--- config.mk ---
export PLATFORM = sky130hd
export DESIGN_NAME = grid_maze_union_carver
export DESIGN_NICKNAME = d
export VERILOG_FILES = /design/src/gmuc_pkg.sv /design/src/gmuc_divider.sv /design/src/gmuc_csr.sv /design/src/grid_maze_union_carver.sv
export SDC_FILE = /design/constraint.sdc
export NUM_CORES = 2
export LEC_CHECK = 0
export BUFFER_PORTS_ARGS = -buffer_cell sky130_fd_sc_hd__clkbuf_2
export CAP_MARGIN = 20
export CORE_MARGIN = 3
export CORE_UTILIZATION = 35
export CTS_CLUSTER_DIAMETER = 60
export CTS_CLUSTER_SIZE = 20
export DETAILED_ROUTE_END_ITERATION = 7
export MAX_ROUTING_LAYER = met4
export PLACE_DENSITY_LB_ADDON = 0.1
export SETUP_SLACK_MARGIN = 0.3
export SLEW_MARGIN = 15
export SYNTH_ARGS = -nofsm -noshare
export SYNTH_HDL_FRONTEND = slang
export SYNTH_MEMORY_MAX_BITS = 65536
export SYNTH_SLANG_ARGS = --single-unit
--- constraint.sdc ---
create_clock -name clock -period 13.45 [get_ports clock]
set_clock_uncertainty 0.1 [all_clocks]
set_input_delay 1.345 -clock clock [delete_from_list [all_inputs] [get_ports clock]]
set_output_delay 1.345 -clock clock [all_outputs]
set_load 0.005 [all_outputs]
--- src/gmuc_pkg.sv ---
`default_nettype none

package gmuc_pkg;

   // fixed field widths
   localparam int WALL_W   = 9;
   localparam int GROUPS_W = 9;
   localparam int SIZE_REG_W = 5;

   // stream widths (fields packed from bit 0, padded to whole bytes)
   localparam int REQ_TDATA_W = 16;   // wall_index
   localparam int RSP_TDATA_W = 24;   // wall_removed, index_error, wall_echo, groups_left

   // config port
   localparam int CSR_ADDR_W = 3;
   localparam int CSR_DATA_W = 32;

   // register indexes (byte address = 4 * index)
   typedef enum logic {
      REG_GRID_WIDTH  = 1'b0,
      REG_GRID_LENGTH = 1'b1
   } reg_index_type;

   // request kinds
   typedef enum logic {
      REQ_CLEAR = 1'b0,
      REQ_WALL  = 1'b1
   } req_kind_type;

   typedef enum logic [3:0] {
      ST_IDLE,
      ST_CLEAR,
      ST_DIV,
      ST_MAP,
      ST_RDP,
      ST_RDN,
      ST_GN,
      ST_SZP,
      ST_SZN,
      ST_PICK,
      ST_SCAN,
      ST_DRAIN,
      ST_WRK,
      ST_WRD,
      ST_FINISH
   } state_type;

endpackage

`default_nettype wire

--- src/gmuc_divider.sv ---
`default_nettype none

// restoring divider, one quotient bit per cycle
module gmuc_divider #(
   parameter int DIVISOR_W = 5
) (
   input  wire logic                          clock,
   input  wire logic                          reset,
   input  wire logic                          start,
   input  wire logic [gmuc_pkg::WALL_W-1:0]   dividend,
   input  wire logic [DIVISOR_W-1:0]          divisor,
   output logic                               done,
   output logic [gmuc_pkg::WALL_W-1:0]        quotient,
   output logic [DIVISOR_W-1:0]               remainder
);

   localparam int STEP_W = $clog2(gmuc_pkg::WALL_W + 1);

   logic                        busy_ff, busy_in;
   logic                        done_ff, done_in;
   logic [STEP_W-1:0]           step_ff, step_in;
   logic [gmuc_pkg::WALL_W-1:0] quo_ff, quo_in;
   logic [DIVISOR_W-1:0]        rem_ff, rem_in;
   logic [DIVISOR_W-1:0]        dsr_ff, dsr_in;
   logic [DIVISOR_W:0]          trial;
   logic [DIVISOR_W:0]          diff;
   logic                        fits;

   assign trial = {rem_ff, quo_ff[gmuc_pkg::WALL_W-1]};
   assign diff  = trial - {1'b0, dsr_ff};
   assign fits  = trial >= {1'b0, dsr_ff};

   always_comb begin
      busy_in = busy_ff;
      done_in = 1'b0;
      step_in = step_ff;
      quo_in  = quo_ff;
      rem_in  = rem_ff;
      dsr_in  = dsr_ff;
      if (start) begin
         busy_in = 1'b1;
         step_in = '0;
         quo_in  = dividend;
         rem_in  = '0;
         dsr_in  = divisor;
      end else if (busy_ff) begin
         quo_in  = {quo_ff[gmuc_pkg::WALL_W-2:0], fits};
         rem_in  = fits ? diff[DIVISOR_W-1:0] : trial[DIVISOR_W-1:0];
         step_in = step_ff + STEP_W'(1);
         if (step_ff == STEP_W'(gmuc_pkg::WALL_W - 1)) begin
            busy_in = 1'b0;
            done_in = 1'b1;
         end
      end
   end

   always_ff @(posedge clock) begin
      if (reset) begin
         busy_ff <= 1'b0;
         done_ff <= 1'b0;
         step_ff <= '0;
      end else begin
         busy_ff <= busy_in;
         done_ff <= done_in;
         step_ff <= step_in;
      end
      quo_ff <= quo_in;
      rem_ff <= rem_in;
      dsr_ff <= dsr_in;
   end

   assign done      = done_ff;
   assign quotient  = quo_ff;
   assign remainder = rem_ff;

endmodule

`default_nettype wire

--- src/gmuc_csr.sv ---
`default_nettype none

// size registers and derived grid geometry (registered outputs)
module gmuc_csr #(
   parameter int MAX_WIDTH  = 16,
   parameter int MAX_LENGTH = 16
) (
   input  wire logic                            clock,
   input  wire logic                            reset,
   input  wire logic                            psel,
   input  wire logic                            penable,
   input  wire logic                            pwrite,
   input  wire logic [gmuc_pkg::CSR_ADDR_W-1:0] paddr,
   input  wire logic [gmuc_pkg::CSR_DATA_W-1:0] pwdata,
   output logic      [gmuc_pkg::CSR_DATA_W-1:0] prdata,
   output logic                                 pready,
   output logic                                 cfg_write,
   output logic [$clog2(MAX_WIDTH+1)-1:0]       eff_w,
   output logic [$clog2(MAX_LENGTH+1)-1:0]      eff_l,
   output logic [$clog2(MAX_WIDTH*MAX_LENGTH+1)-1:0]   cells,
   output logic [$clog2(MAX_WIDTH*MAX_LENGTH)-1:0]     last_cell,
   output logic [$clog2(2*MAX_WIDTH*MAX_LENGTH+1)-1:0] hwalls,
   output logic [$clog2(2*MAX_WIDTH*MAX_LENGTH+1)-1:0] total
);

   localparam int MAX_CELLS = MAX_WIDTH * MAX_LENGTH;
   localparam int WW   = $clog2(MAX_WIDTH + 1);
   localparam int LW   = $clog2(MAX_LENGTH + 1);
   localparam int CNTW = $clog2(MAX_CELLS + 1);
   localparam int CAW  = $clog2(MAX_CELLS);
   localparam int TW   = $clog2(2 * MAX_CELLS + 1);
   localparam int RW   = gmuc_pkg::SIZE_REG_W;

   logic [RW-1:0]   width_ff, width_in;
   logic [RW-1:0]   length_ff, length_in;
   logic [WW-1:0]   eff_w_ff, eff_w_in;
   logic [LW-1:0]   eff_l_ff, eff_l_in;
   logic [CNTW-1:0] cells_ff;
   logic [CAW-1:0]  last_cell_ff;
   logic [TW-1:0]   hwalls_ff;
   logic [TW-1:0]   total_ff;
   logic            wr;
   gmuc_pkg::reg_index_type sel;

   assign sel = gmuc_pkg::reg_index_type'(paddr[2]);
   assign wr  = psel && penable && pwrite;

   always_comb begin
      width_in  = width_ff;
      length_in = length_ff;
      if (wr) begin
         unique case (sel)
            gmuc_pkg::REG_GRID_WIDTH:  width_in  = pwdata[RW-1:0];
            gmuc_pkg::REG_GRID_LENGTH: length_in = pwdata[RW-1:0];
            default: ;
         endcase
      end
   end

   // zero acts as one, oversize acts as the maximum
   always_comb begin
      if (width_ff == '0)
         eff_w_in = WW'(1);
      else if (32'(width_ff) > MAX_WIDTH)
         eff_w_in = WW'(MAX_WIDTH);
      else
         eff_w_in = WW'(width_ff);
      if (length_ff == '0)
         eff_l_in = LW'(1);
      else if (32'(length_ff) > MAX_LENGTH)
         eff_l_in = LW'(MAX_LENGTH);
      else
         eff_l_in = LW'(length_ff);
   end

   always_ff @(posedge clock) begin
      if (reset) begin
         width_ff  <= RW'(16);
         length_ff <= RW'(16);
      end else begin
         width_ff  <= width_in;
         length_ff <= length_in;
      end
      eff_w_ff     <= eff_w_in;
      eff_l_ff     <= eff_l_in;
      cells_ff     <= CNTW'(eff_w_ff) * CNTW'(eff_l_ff);
      hwalls_ff    <= TW'(eff_l_ff - LW'(1)) * TW'(eff_w_ff);
      total_ff     <= TW'({cells_ff, 1'b0} - eff_w_ff - eff_l_ff);
      last_cell_ff <= CAW'(cells_ff - CNTW'(1));
   end

   always_comb begin
      unique case (sel)
         gmuc_pkg::REG_GRID_WIDTH:  prdata = 32'(width_ff);
         gmuc_pkg::REG_GRID_LENGTH: prdata = 32'(length_ff);
         default:                   prdata = '0;
      endcase
   end

   assign pready    = 1'b1;
   assign cfg_write = wr;
   assign eff_w     = eff_w_ff;
   assign eff_l     = eff_l_ff;
   assign cells     = cells_ff;
   assign last_cell = last_cell_ff;
   assign hwalls    = hwalls_ff;
   assign total     = total_ff;

endmodule

`default_nettype wire

--- src/grid_maze_union_carver.sv ---
`default_nettype none

// A clear request clears one table row per cycle over all MAX_WIDTH*MAX_LENGTH rows;
//   an out-of-range wall goes straight to the result; joined groups in one end after the size read;
//   a merge ends with a relabel scan (one cell group id per cycle over all W*L cells) and size writes.
// Throughput: one beat at a time, the next beat is taken once the result is registered.
// Reset (synchronous, active high) and every size register write start the clearing pass over
//   all MAX_WIDTH*MAX_LENGTH table rows; no request beat is taken until it ends.
module grid_maze_union_carver #(
   parameter int MAX_WIDTH  = 16,
   parameter int MAX_LENGTH = 16
) (
   input  wire logic                             clock,
   input  wire logic                             reset,
   // request stream
   input  wire logic                             req_tvalid,
   output logic                                  req_tready,
   input  wire logic [gmuc_pkg::REQ_TDATA_W-1:0] req_tdata,  // [8:0] wall_index
   input  wire logic [0:0]                       req_tuser,  // [0] req_type
   // result stream
   output logic                                  rsp_tvalid,
   input  wire logic                             rsp_tready,
   // [0] wall_removed, [1] index_error, [10:2] wall_echo, [19:11] groups_left
   output logic      [gmuc_pkg::RSP_TDATA_W-1:0] rsp_tdata,
   // size registers
   input  wire logic                             csr_psel,
   input  wire logic                             csr_penable,
   input  wire logic                             csr_pwrite,
   input  wire logic [gmuc_pkg::CSR_ADDR_W-1:0]  csr_paddr,
   input  wire logic [gmuc_pkg::CSR_DATA_W-1:0]  csr_pwdata,
   output logic      [gmuc_pkg::CSR_DATA_W-1:0]  csr_prdata,
   output logic                                  csr_pready
);

   localparam int MAX_CELLS = MAX_WIDTH * MAX_LENGTH;
   localparam int WW   = $clog2(MAX_WIDTH + 1);
   localparam int LW   = $clog2(MAX_LENGTH + 1);
   localparam int DVW  = (WW > LW) ? WW : LW;
   localparam int CNTW = $clog2(MAX_CELLS + 1);   // sizes and counts
   localparam int CAW  = $clog2(MAX_CELLS);       // cell address and group id
   localparam int TW   = $clog2(2 * MAX_CELLS + 1);
   localparam int XW   = gmuc_pkg::WALL_W;
   localparam int CMPW = (TW > XW) ? TW : XW;
   localparam int CRDW = XW + 1;                  // decoded coordinate
   localparam int PW   = CRDW + WW + 1;           // y*W + x before trimming

   // ------------------------------------------------------------------
   // size registers and geometry
   // ------------------------------------------------------------------
   logic            cfg_write;
   logic [WW-1:0]   eff_w;
   logic [LW-1:0]   eff_l;
   logic [CNTW-1:0] cells;
   logic [CAW-1:0]  last_cell;
   logic [TW-1:0]   hwalls;
   logic [TW-1:0]   total;

   gmuc_csr #(
      .MAX_WIDTH  (MAX_WIDTH),
      .MAX_LENGTH (MAX_LENGTH)
   ) u_csr (
      .clock     (clock),
      .reset     (reset),
      .psel      (csr_psel),
      .penable   (csr_penable),
      .pwrite    (csr_pwrite),
      .paddr     (csr_paddr),
      .pwdata    (csr_pwdata),
      .prdata    (csr_prdata),
      .pready    (csr_pready),
      .cfg_write (cfg_write),
      .eff_w     (eff_w),
      .eff_l     (eff_l),
      .cells     (cells),
      .last_cell (last_cell),
      .hwalls    (hwalls),
      .total     (total)
   );

   // ------------------------------------------------------------------
   // request decode at the accepting edge
   // ------------------------------------------------------------------
   gmuc_pkg::state_type state_ff, state_in;

   logic          req_beat;
   logic [XW-1:0] wall_in;
   logic          is_wall;
   logic          idx_bad;
   logic          horiz_in;
   logic [XW-1:0] dividend;
   logic [DVW-1:0] divisor;
   logic          div_start;
   logic          div_done;
   logic [XW-1:0] div_q;
   logic [DVW-1:0] div_r;

   assign req_beat = req_tvalid && req_tready;
   assign wall_in  = req_tdata[XW-1:0];
   assign is_wall  = gmuc_pkg::req_kind_type'(req_tuser[0]) == gmuc_pkg::REQ_WALL;
   assign idx_bad  = CMPW'(wall_in) >= CMPW'(total);
   assign horiz_in = CMPW'(wall_in) < CMPW'(hwalls);
   // horizontal: wall / W gives row-1 and column; vertical: (wall - H) / L gives column-1, row
   assign dividend = horiz_in ? wall_in : XW'(CMPW'(wall_in) - CMPW'(hwalls));
   assign divisor  = horiz_in ? DVW'(eff_w) : DVW'(eff_l);
   assign div_start = req_beat && is_wall && !idx_bad;

   // the shared divider: quotient and remainder, one bit per cycle
   gmuc_divider #(
      .DIVISOR_W (DVW)
   ) u_div (
      .clock     (clock),
      .reset     (reset),
      .start     (div_start),
      .dividend  (dividend),
      .divisor   (divisor),
      .done      (div_done),
      .quotient  (div_q),
      .remainder (div_r)
   );

   // ------------------------------------------------------------------
   // working registers
   // ------------------------------------------------------------------
   logic [XW-1:0]   widx_ff;
   logic            horiz_ff;
   logic            err_ff;
   logic            removed_ff;
   logic            reply_ff;       // clearing pass answers a request
   logic [CAW-1:0]  cnt_ff;         // clear row / scan read address
   logic [CAW-1:0]  par_ff;
   logic [CAW-1:0]  nb_ff;
   logic [CAW-1:0]  gp_ff;
   logic [CAW-1:0]  gn_ff;
   logic [CNTW-1:0] szp_ff;
   logic [CAW-1:0]  keep_ff;
   logic [CAW-1:0]  drop_ff;
   logic [CNTW-1:0] sum_ff;
   logic [CNTW-1:0] group_count_ff;
   logic            scan_vld_ff;
   logic [CAW-1:0]  scan_addr_ff;
   logic            rsp_valid_ff;
   logic [gmuc_pkg::RSP_TDATA_W-1:0] rsp_data_ff;

   // tables
   logic [CAW-1:0]  cg_mem [MAX_CELLS];    // group id per cell
   logic [CNTW-1:0] sz_mem [MAX_CELLS];    // size per group id
   logic [1:0]      wall_mem [MAX_CELLS];  // wall-present bits, two walls a row
   logic [CAW-1:0]  cg_rdata_ff;
   logic [CNTW-1:0] sz_rdata_ff;

   logic [CAW-1:0]  cg_raddr;
   logic [CAW-1:0]  sz_raddr;
   logic            scan_hit;
   logic            clear_last;
   logic            rsp_free;
   logic [CRDW-1:0] xcoord;
   logic [CRDW-1:0] ycoord;
   logic [PW-1:0]   par_full;
   logic [CAW-1:0]  wall_row;

   assign clear_last = cnt_ff == CAW'(MAX_CELLS - 1);
   assign rsp_free   = !rsp_valid_ff || rsp_tready;
   assign scan_hit   = scan_vld_ff && (cg_rdata_ff == drop_ff);
   assign wall_row   = CAW'(widx_ff >> 1);

   // horizontal wall: y = q + 1, x = r; vertical wall: x = q + 1, y = r
   assign xcoord   = horiz_ff ? CRDW'(div_r) : CRDW'(div_q) + CRDW'(1);
   assign ycoord   = horiz_ff ? CRDW'(div_q) + CRDW'(1) : CRDW'(div_r);
   assign par_full = PW'(ycoord * eff_w) + PW'(xcoord);

   // ------------------------------------------------------------------
   // sequencer: next state
   // ------------------------------------------------------------------
   always_comb begin
      state_in = state_ff;
      unique case (state_ff)
         gmuc_pkg::ST_IDLE: begin
            if (req_beat) begin
               if (!is_wall)
                  state_in = gmuc_pkg::ST_CLEAR;
               else if (idx_bad)
                  state_in = gmuc_pkg::ST_FINISH;
               else
                  state_in = gmuc_pkg::ST_DIV;
            end
         end
         gmuc_pkg::ST_CLEAR: begin
            if (clear_last)
               state_in = reply_ff ? gmuc_pkg::ST_FINISH : gmuc_pkg::ST_IDLE;
         end
         gmuc_pkg::ST_DIV: begin
            if (div_done)
               state_in = gmuc_pkg::ST_MAP;
         end
         gmuc_pkg::ST_MAP:  state_in = gmuc_pkg::ST_RDP;
         gmuc_pkg::ST_RDP:  state_in = gmuc_pkg::ST_RDN;
         gmuc_pkg::ST_RDN:  state_in = gmuc_pkg::ST_GN;
         gmuc_pkg::ST_GN:   state_in = gmuc_pkg::ST_SZP;
         gmuc_pkg::ST_SZP: begin
            state_in = (gp_ff == gn_ff) ? gmuc_pkg::ST_FINISH : gmuc_pkg::ST_SZN;
         end
         gmuc_pkg::ST_SZN:  state_in = gmuc_pkg::ST_PICK;
         gmuc_pkg::ST_PICK: state_in = gmuc_pkg::ST_SCAN;
         gmuc_pkg::ST_SCAN: begin
            if (cnt_ff == last_cell)
               state_in = gmuc_pkg::ST_DRAIN;
         end
         gmuc_pkg::ST_DRAIN: state_in = gmuc_pkg::ST_WRK;
         gmuc_pkg::ST_WRK:   state_in = gmuc_pkg::ST_WRD;
         gmuc_pkg::ST_WRD:   state_in = gmuc_pkg::ST_FINISH;
         gmuc_pkg::ST_FINISH: begin
            if (rsp_free)
               state_in = gmuc_pkg::ST_IDLE;
         end
         default: state_in = gmuc_pkg::ST_IDLE;
      endcase
      // a size write restarts the clearing pass
      if (cfg_write)
         state_in = gmuc_pkg::ST_CLEAR;
   end

   // ------------------------------------------------------------------
   // sequencer: outputs
   // ------------------------------------------------------------------
   always_comb begin
      req_tready = 1'b0;
      cg_raddr   = '0;
      sz_raddr   = '0;
      unique case (state_ff)
         gmuc_pkg::ST_IDLE: req_tready = 1'b1;
         gmuc_pkg::ST_RDP:  cg_raddr   = par_ff;
         gmuc_pkg::ST_RDN:  cg_raddr   = nb_ff;
         gmuc_pkg::ST_SCAN: cg_raddr   = cnt_ff;
         gmuc_pkg::ST_SZP:  sz_raddr   = gp_ff;
         gmuc_pkg::ST_SZN:  sz_raddr   = gn_ff;
         default: ;
      endcase
   end

   always_ff @(posedge clock) begin
      if (reset)
         state_ff <= gmuc_pkg::ST_CLEAR;
      else
         state_ff <= state_in;
   end

   // ------------------------------------------------------------------
   // control registers
   // ------------------------------------------------------------------
   always_ff @(posedge clock) begin
      if (reset) begin
         cnt_ff       <= '0;
         reply_ff     <= 1'b0;
         scan_vld_ff  <= 1'b0;
         rsp_valid_ff <= 1'b0;
      end else begin
         scan_vld_ff <= state_ff == gmuc_pkg::ST_SCAN;
         if (cfg_write) begin
            cnt_ff   <= '0;
            reply_ff <= 1'b0;
         end else if (state_ff == gmuc_pkg::ST_IDLE) begin
            cnt_ff   <= '0;
            reply_ff <= 1'b1;
         end else if (state_ff == gmuc_pkg::ST_CLEAR
                      || state_ff == gmuc_pkg::ST_SCAN) begin
            cnt_ff <= cnt_ff + CAW'(1);
         end else if (state_ff == gmuc_pkg::ST_PICK) begin
            cnt_ff <= '0;
         end
         if (state_ff == gmuc_pkg::ST_FINISH && rsp_free)
            rsp_valid_ff <= 1'b1;
         else if (rsp_tready)
            rsp_valid_ff <= 1'b0;
      end
   end

   function automatic logic [gmuc_pkg::GROUPS_W-1:0] GROUPS_W_MASK(input logic [CNTW-1:0] v);
      GROUPS_W_MASK = gmuc_pkg::GROUPS_W'(v);
   endfunction

   // ------------------------------------------------------------------
   // datapath registers
   // ------------------------------------------------------------------
   always_ff @(posedge clock) begin
      unique case (state_ff)
         gmuc_pkg::ST_IDLE: begin
            widx_ff    <= wall_in;
            horiz_ff   <= horiz_in;
            err_ff     <= is_wall && idx_bad;
            removed_ff <= 1'b0;
         end
         gmuc_pkg::ST_CLEAR: begin
            if (clear_last)
               group_count_ff <= cells;
         end
         gmuc_pkg::ST_MAP: par_ff <= CAW'(par_full);
         gmuc_pkg::ST_RDP: begin
            // neighbor sits one row up or one column left
            nb_ff <= par_ff - (horiz_ff ? CAW'(eff_w) : CAW'(1));
         end
         gmuc_pkg::ST_RDN: gp_ff  <= cg_rdata_ff;
         gmuc_pkg::ST_GN:  gn_ff  <= cg_rdata_ff;
         gmuc_pkg::ST_SZN: szp_ff <= sz_rdata_ff;
         gmuc_pkg::ST_PICK: begin
            // strictly larger neighbor group survives; a tie keeps the parent's id
            if (sz_rdata_ff > szp_ff) begin
               keep_ff <= gn_ff;
               drop_ff <= gp_ff;
            end else begin
               keep_ff <= gp_ff;
               drop_ff <= gn_ff;
            end
            sum_ff <= sz_rdata_ff + szp_ff;
         end
         gmuc_pkg::ST_WRD: begin
            removed_ff <= 1'b1;
            if (group_count_ff != '0)
               group_count_ff <= group_count_ff - CNTW'(1);
         end
         gmuc_pkg::ST_FINISH: begin
            if (rsp_free)
               rsp_data_ff <= gmuc_pkg::RSP_TDATA_W'({GROUPS_W_MASK(group_count_ff),
                                                      widx_ff, err_ff, removed_ff});
         end
         default: ;
      endcase
      scan_addr_ff <= cnt_ff;
   end

   // ------------------------------------------------------------------
   // tables: one write each; the group and size tables also have one registered read each
   // ------------------------------------------------------------------
   always_ff @(posedge clock) begin
      if (state_ff == gmuc_pkg::ST_CLEAR)
         cg_mem[cnt_ff] <= cnt_ff;
      else if (scan_hit)
         cg_mem[scan_addr_ff] <= keep_ff;
      cg_rdata_ff <= cg_mem[cg_raddr];
   end

   always_ff @(posedge clock) begin
      if (state_ff == gmuc_pkg::ST_CLEAR)
         sz_mem[cnt_ff] <= CNTW'(1);
      else if (state_ff == gmuc_pkg::ST_WRK)
         sz_mem[keep_ff] <= sum_ff;
      else if (state_ff == gmuc_pkg::ST_WRD)
         sz_mem[drop_ff] <= '0;
      sz_rdata_ff <= sz_mem[sz_raddr];
   end

   always_ff @(posedge clock) begin
      if (state_ff == gmuc_pkg::ST_CLEAR)
         wall_mem[cnt_ff] <= 2'b11;
      else if (state_ff == gmuc_pkg::ST_PICK)
         wall_mem[wall_row][widx_ff[0]] <= 1'b0;
   end

   assign rsp_tvalid = rsp_valid_ff;
   assign rsp_tdata  = rsp_data_ff;

   // ------------------------------------------------------------------
   // checks
   // ------------------------------------------------------------------
   a_no_self_merge: assert property (@(posedge clock) disable iff (reset)
      (state_ff == gmuc_pkg::ST_SCAN) |-> (keep_ff != drop_ff))
      else $error("relabel scan with equal keep and drop groups");

   a_count_drops: assert property (@(posedge clock) disable iff (reset)
      (state_ff == gmuc_pkg::ST_WRD && group_count_ff != '0 && !cfg_write)
      |=> (group_count_ff == $past(group_count_ff) - CNTW'(1)))
      else $error("group count did not drop after a merge");

   a_div_in_step: assert property (@(posedge clock) disable iff (reset)
      div_done |-> (state_ff == gmuc_pkg::ST_DIV))
      else $error("divider finished outside the decode step");

   a_count_bound: assert property (@(posedge clock) disable iff (reset)
      (state_ff == gmuc_pkg::ST_IDLE) |-> (group_count_ff <= cells))
      else $error("group count above cell count");

   a_err_not_removed: assert property (@(posedge clock) disable iff (reset)
      rsp_valid_ff |-> !(rsp_data_ff[0] && rsp_data_ff[1]))
      else $error("result flags both error and removal");

endmodule

`default_nettype wire

---- After elaboration in Yosys (flattened, before gate mapping) ----
Memory sizes are Yosys's and may differ from the RTL's. A register that Yosys moved wholly into a read port is not among the register bits.
Cells that the tools add are included.
operators by class
  $add $sub $neg .......................... 13
  multipliers ............................. 3
  $lt $le $gt $ge ......................... 6
  equality and inequality tests ........... 25
  multiplexer cells ....................... 59
  bitwise operators ....................... 2
  reductions and logical operators ........ 35
operators by type and width
  operator              count
  $mux 8                9
  $pmux 32 s2           1
  $mux 9                7
  $pmux 4 s15           1
  $eq 4x4->1 const B    8
  $mux 4                8
  $mux 5                5
  $eq 8x8->1            3
  $pmux 8 s3            1
  $mux 1                22
  $sub 10x5->10         2
  $pmux 9 s2            1
  $reduce_or 9->1       2
  $eq 4x3->1 const B    4
  $pmux 8 s2            1
  $add 9x1->10 const B  1
  $ge 9x10->1           1
  $gt 5x5->1 const B    2
  $logic_not 5->1       2
  $lt 9x10->1           1
  $mul 10x5->10         1
  $mul 10x5->8          1
  $mux 10               1
  $ne 2x2->1 const B    5
  32 further kinds      53
word-level totals
  register bits after elaboration ......... 212
  RAM bits ................................ 4352
  input bits .............................. 59
  output and inout port bits .............. 59
  word-level logic and storage cells ...... 181
  memories ................................ 2
memories
  memory  depth  width  rd ports  clocked after Yosys merged registers in  wr ports  RTL line                       text
  sz_mem  256    9      1         1                                        1         grid_maze_union_carver.sv:146  logic [CNTW-1:0] sz_mem [MAX_CELLS];
  cg_mem  256    8      1         1                                        1         grid_maze_union_carver.sv:145  logic [CAW-1:0] cg_mem [MAX_CELLS];

---- Logic depth before layout (Yosys ltp) ----
  word-level depth ........................ 7
  gate-level depth with buffers ........... 18
  depth with buffers taken out ............ 17

---- Modules after synthesis ----
Synthesis repeated with hierarchy kept, for this count alone.
unflattened totals
  cell total of the unflattened synthesis .. 13575
  area, all modules ....................... 185651.8 µm²
modules (own cells, without submodules)
  module                  instances  cells each  area an instance (µm²)  seq. area each (µm²)
  grid_maze_union_carver  1          13056       180484.3                134699.2
  gmuc_csr                1          410         3920.0                  1141.1
  gmuc_divider            1          109         1247.4                  640.6

---- Least setup slack after synthesis ----
Ideal clock, no wire load.
  path kind ............................... reg2reg
  start ................................... register state_ff[0]
  end ..................................... memory sz_mem[0][0] (netlist name) (data pin)
  arrival ................................. 4210 ps
  required time ........................... 11838 ps
  path slack .............................. 7628 ps
  stages on the path, launching flop included .. 6
  buffers on the path ..................... 3
  clock period less this slack ............ 5822 ps
  cell sequence ........................... dfxtp_1 -> buf_2 -> clkbuf_1 -> clkbuf_1 -> nand2b_1 -> nand3_1
between the ends
  cells in the longest elaborated chain, start to end .. 7
  elaborated cells on any way between the ends .. 14
  those cells by class .................... eq/ne: 3; mux: 9; reduce/logical: 2
ends and longest elaborated chain
  item                                                        RTL line                                                      text
  start: declaration                                          grid_maze_union_carver.sv:83                                  gmuc_pkg::state_type state_ff, state_in;
  start signal: assignment                                    grid_maze_union_carver.sv:242                                 state_ff <= gmuc_pkg::ST_CLEAR;
  start signal: assignment                                    grid_maze_union_carver.sv:244                                 state_ff <= state_in;
  $eq 4x4->1 (on tied branches)                               grid_maze_union_carver.sv:344, grid_maze_union_carver.sv:346
  $mux 1 (on tied branches)                                   grid_maze_union_carver.sv:344, grid_maze_union_carver.sv:346
  $mux 1 (on tied branches)                                   grid_maze_union_carver.sv:342, grid_maze_union_carver.sv:344
  $mux 1 (on tied branches)                                   grid_maze_union_carver.sv:345, grid_maze_union_carver.sv:342
  $reduce_or 9->1 (no line) / $mux 1 (equally long branches)  -
  $mux 9 (no line) / $reduce_or 9->1 (equally long branches)  -
  $mux 9 (no line) (*)                                        -
  end: declaration                                            grid_maze_union_carver.sv:146
Mark *: on every way between the ends. The rest lies on a longest branch, timed or not.

---- Worst setup path after layout ----
  start ................................... register state_ff[2]
  end ..................................... register cg_rdata_ff[1], read port of cg_mem
between the ends
  cells in the longest elaborated chain, start to end .. 2
  elaborated cells on any way between the ends .. 4
  those cells by class .................... eq/ne: 3; mux: 1
ends and longest elaborated chain
  item                                             RTL line                       text
  $eq 4x4->1 / $eq 4x3->1 (equally long branches)  grid_maze_union_carver.sv:229  unique case (state_ff)
  $pmux 8 s3 (*)                                   grid_maze_union_carver.sv:229
  end: declaration                                 grid_maze_union_carver.sv:148  logic [CAW-1:0] cg_rdata_ff;
Marks and branches as above.
A chain may end at the register's enable or synchronous reset.

==> flow_metrics.py <==
metrics = {
    "yosys": {
        "ys_async_sr_fraction": 0,
        "yosysSeqAreaShare": 0.7259,
        "dominantRegCellSynth": "edfxtp_1",
        "syn_inst": 13940,
        "ys_seq_elements": 4581,
        "synth_area_mm2": 0.1880,
        "syn_area_per_cell_um2": 13.49,
        "ys_types": 80,
        "yosys_warnings": 0,
        "synth_edf_count": 4473,
    },
    "critical_path": {
        "end_kind": "register",
        "r2r_end": "cg_rdata_ff[1]",
        "crit_chain": "nor4bb_4 > a222oi_1 > buf_4 > buf_4 > nor2_4 > buf_4 > buf_4 > a22oi_1 > o21ai_0 > a22o_1 > a211oi_1 > a22oi_1 > nand3b_1",
        "arrival_ps": 7440,
        "startpoint_type": "register",
        "worst-path-stages": 13,
        "critical_path_class": "register to register",
        "r2r-start": "state_ff[2]",
        "cp-endpoint": "cg_rdata_ff[1]",
        "crit_top_cell": "buf_4",
        "rrSetupSlack_ps": 6660,
        "reg2reg_depth": 13,
        "worst_path_largest_cell_delay_ps": 1060,
        "critical_path.slowest_cell": "nor4bb_4",
        "startpoint": "state_ff[2]",
        "worstPathRequired_ps": 14100,
        "cpLargestDelayFamily": "simple AND/OR/NAND/NOR gates",
        "cp.buffers_inverters": 4,
        "crit_fanout": 43,
    },
    "global_routing": {
        "antenna_found_initial": 25,
        "grt_max_degree": 193,
        "gr-total-overflow": 0,
        "grt_usage": 0.2200,
        "grt_pass1_vias": 112100,
        "grt_pass1_wl_um": 852900,
    },
    "clocking": {
        "postCtsSetupBuffers": 0,
        "htree_levels": 5,
        "cts_resized": 0,
        "clock_sinks": 4581,
        "cts_buffers": 410,
        "cts.reportedPaths.clkPinSlew_ps": 80,
        "clk_latency_ps": 1030,
        "cts_root_buf": "clkbuf_16",
        "cts_tree": "yes",
        "holdBufCountCts": 0,
        "clockBufferDepth": 4,
    },
    "floorplan": {
        "rows": 268,
        "dieArea_mm2": 0.5460,
        "coreArea_mm2": 0.5338,
        "start_util": 0.3522,
        "die_w_um": 738.9,
        "chipHeight_um": 738.9,
        "ioPinCount": 118,
    },
    "finish": {
        "drive_above_1_share": 0.09206,
        "fin_nets": 14020,
        "n_fill_cell": 49760,
        "final_cell_mix": "4,473 x edfxtp_1, 3,174 x nand2_1, 1,153 x nand3_1",
        "utilization": 0.3948,
        "mostFrequentLayoutCell": "edfxtp_1",
        "instances_no_fill": 21320,
        "area_growth_pct": 12.09,
    },
    "power_and_ir_drop": {
        "leakage_nw": 72.87,
        "power_mw": 30.89,
        "power_per_cell_area_mw_per_mm2": 146.6,
        "peakVddDrop_mv": 0.1304,
    },
    "timing": {
        "setup_violations": 0,
        "post-route-period-util": 0.5046,
        "fin_tns_setup_ps": 0,
        "hold_viol": 0,
        "min_period_ps": 6787,
        "worst_slew_pin_slew_ps": 1225,
        "rsz0062_at_grt": "no",
        "fmax_mhz": 147.3,
        "slew_violations": 0,
        "hold_slack_ps": 271.2,
        "max_slew_margin": 0.1833,
    },
    "place": {
        "portBuffers": 49,
        "placed_cells": 20530,
        "dp_hpwl_um": 357400,
        "place.gp.congestion": 0.8213,
    },
    "min_path": {
        "hp-class": "register to register",
    },
    "route": {
        "final_antenna_net_count": 0,
        "drt_iter0_drc": 11080,
        "vias": 116000,
        "vias_per_cell": 5.442,
        "wl_per_cell_um": 28.33,
        "routed_wirelength_um": 604100,
        "drc": 0,
        "drt-pass1-iter-count": 6,
    },
    "outcome": {
        "status": "complete, no violations",
    },
    "run": {
        "max_cap_violations": 0,
    },
}
-- worst register-to-register path, cell delays in order (launching register included) --
cell and delay (ps):
dfxtp_1 770, nor4bb_4 1070, a222oi_1 340, buf_4 370, buf_4 470, nor2_4 630, buf_4 430, buf_4 510
a22oi_1 220, o21ai_0 230, a22o_1 340, a211oi_1 80, a22oi_1 620, nand3b_1 390
-- metal layers --
metal	wire, um	global-route usage
met2	293600	0.3594
met1	258000	0.2902
met3	32660	0.02527
met4	19870	0.06474
met5	0	-
-- sequential cells by signal, summed over array words and instances, names as in the netlist, 10 cells and up --
name	flops
u_csr.total	10
sz_mem	2304
rsp_tdata	20
cg_mem	2048
u_csr.hwalls	10
-- cell usage after synthesis (11+ instances only) --
master | n | share of area
and2_1 | 34 | 0.0011
buf_2 | 378 | 0.010
mux2_2 | 39 | 0.0023
a31oi_1 | 247 | 0.0082
a311o_1 | 13 | 0.00069
nand3b_1 | 12 | 0.00048
buf_4 | 57 | 0.0023
nor2_1 | 711 | 0.014
a221oi_1 | 101 | 0.0047
buf_1 | 130 | 0.0026
a211oi_1 | 109 | 0.0044
xnor2_1 | 64 | 0.0030
o21bai_1 | 15 | 0.00060
nor2b_1 | 20 | 0.00067
a211o_1 | 16 | 0.00075
xor2_1 | 43 | 0.0020
a21oi_1 | 222 | 0.0059
nand2b_1 | 21 | 0.00070
clkbuf_1 | 374 | 0.0075
nand4_1 | 59 | 0.0020
o311ai_0 | 12 | 0.00056
a22o_1 | 27 | 0.0013
a22oi_1 | 110 | 0.0044
nor4_1 | 19 | 0.00063
a21o_1 | 33 | 0.0013
a311oi_1 | 294 | 0.014
dfxtp_1 | 108 | 0.011
o21ai_0 | 283 | 0.0075
o22ai_1 | 42 | 0.0014
a32o_1 | 12 | 0.00064
inv_1 | 216 | 0.0043
nand2_1 | 3185 | 0.064
mux2i_1 | 536 | 0.029
o2111ai_1 | 11 | 0.00051
o211ai_1 | 27 | 0.0011
nand3_1 | 1157 | 0.031
and3_1 | 248 | 0.0083
mux4_2 | 79 | 0.0095
a32oi_1 | 33 | 0.0015
fa_1 | 50 | 0.0053
ha_1 | 108 | 0.0072
edfxtp_1 | 4473 | 0.71
nor3_1 | 68 | 0.0018
a2111oi_0 | 11 | 0.00051
-- cell families (layout without fill, tap and decap cells) --
group / Yosys count / count (layout) / synth area share
other: 2 / 45 / 0.00003994
XOR/XNOR: 107 / 107 / 0.004984
buffers and inverters: 1162 / 1351 / 0.02697
AND/OR/NAND/NOR: 5583 / 5583 / 0.1264
multiplexers: 654 / 654 / 0.04033
flip-flops: 4581 / 4581 / 0.7259
adder cells (fa/ha/maj): 158 / 158 / 0.01251
AO/OA/AOI/OAI: 1688 / 1688 / 0.06287
-- report_power, final --
group / leakage (nW) / total (mW) / internal, mW / switching, mW
clock: 6.97 / 12.5 / 6.47 / 6.06
combinational: 25.8 / 2.28 / 0.586 / 1.69
sequential: 40.1 / 16.1 / 15.9 / 0.147
-- through the flow --
stage	area, um^2	setup slack, ps
2_1_floorplan	188100	7628
3_3_place_gp	196000	6605
6_report	210800	6663
3_5_place_dp	196200	6576
5_1_grt	210700	6437
4_1_cts	210500	6548
-- area by class of cell --
class	instances	area (um^2)	area share
diodes	13	32.53	0.0001544
clock buffers	436	10510	0.04987
inverters	220	825.8	0.003918
flip-flops and latches	4581	136500	0.6476
well taps	7155	8952	0.04248
repair buffers	367	3024	0.01435
clock inverters	328	3856	0.01830
multi-input cells	8222	47070	0.2233
-- worst min path at each step --
stage                           from         endpoint  slack (ps)  cells past startpoint
after detailed placement  widx_ff[0]     rsp_tdata[2]         310                      0
final                     widx_ff[8]    rsp_tdata[10]         270                      0
after global placement    widx_ff[6]     rsp_tdata[8]         300                      0
after floorplan            cnt_ff[5]  scan_addr_ff[5]         250                      0
after global routing      widx_ff[8]    rsp_tdata[10]         290                      0
after CTS                 widx_ff[8]    rsp_tdata[10]         260                      0
Note: power is estimated with default switching activity, not from simulation.
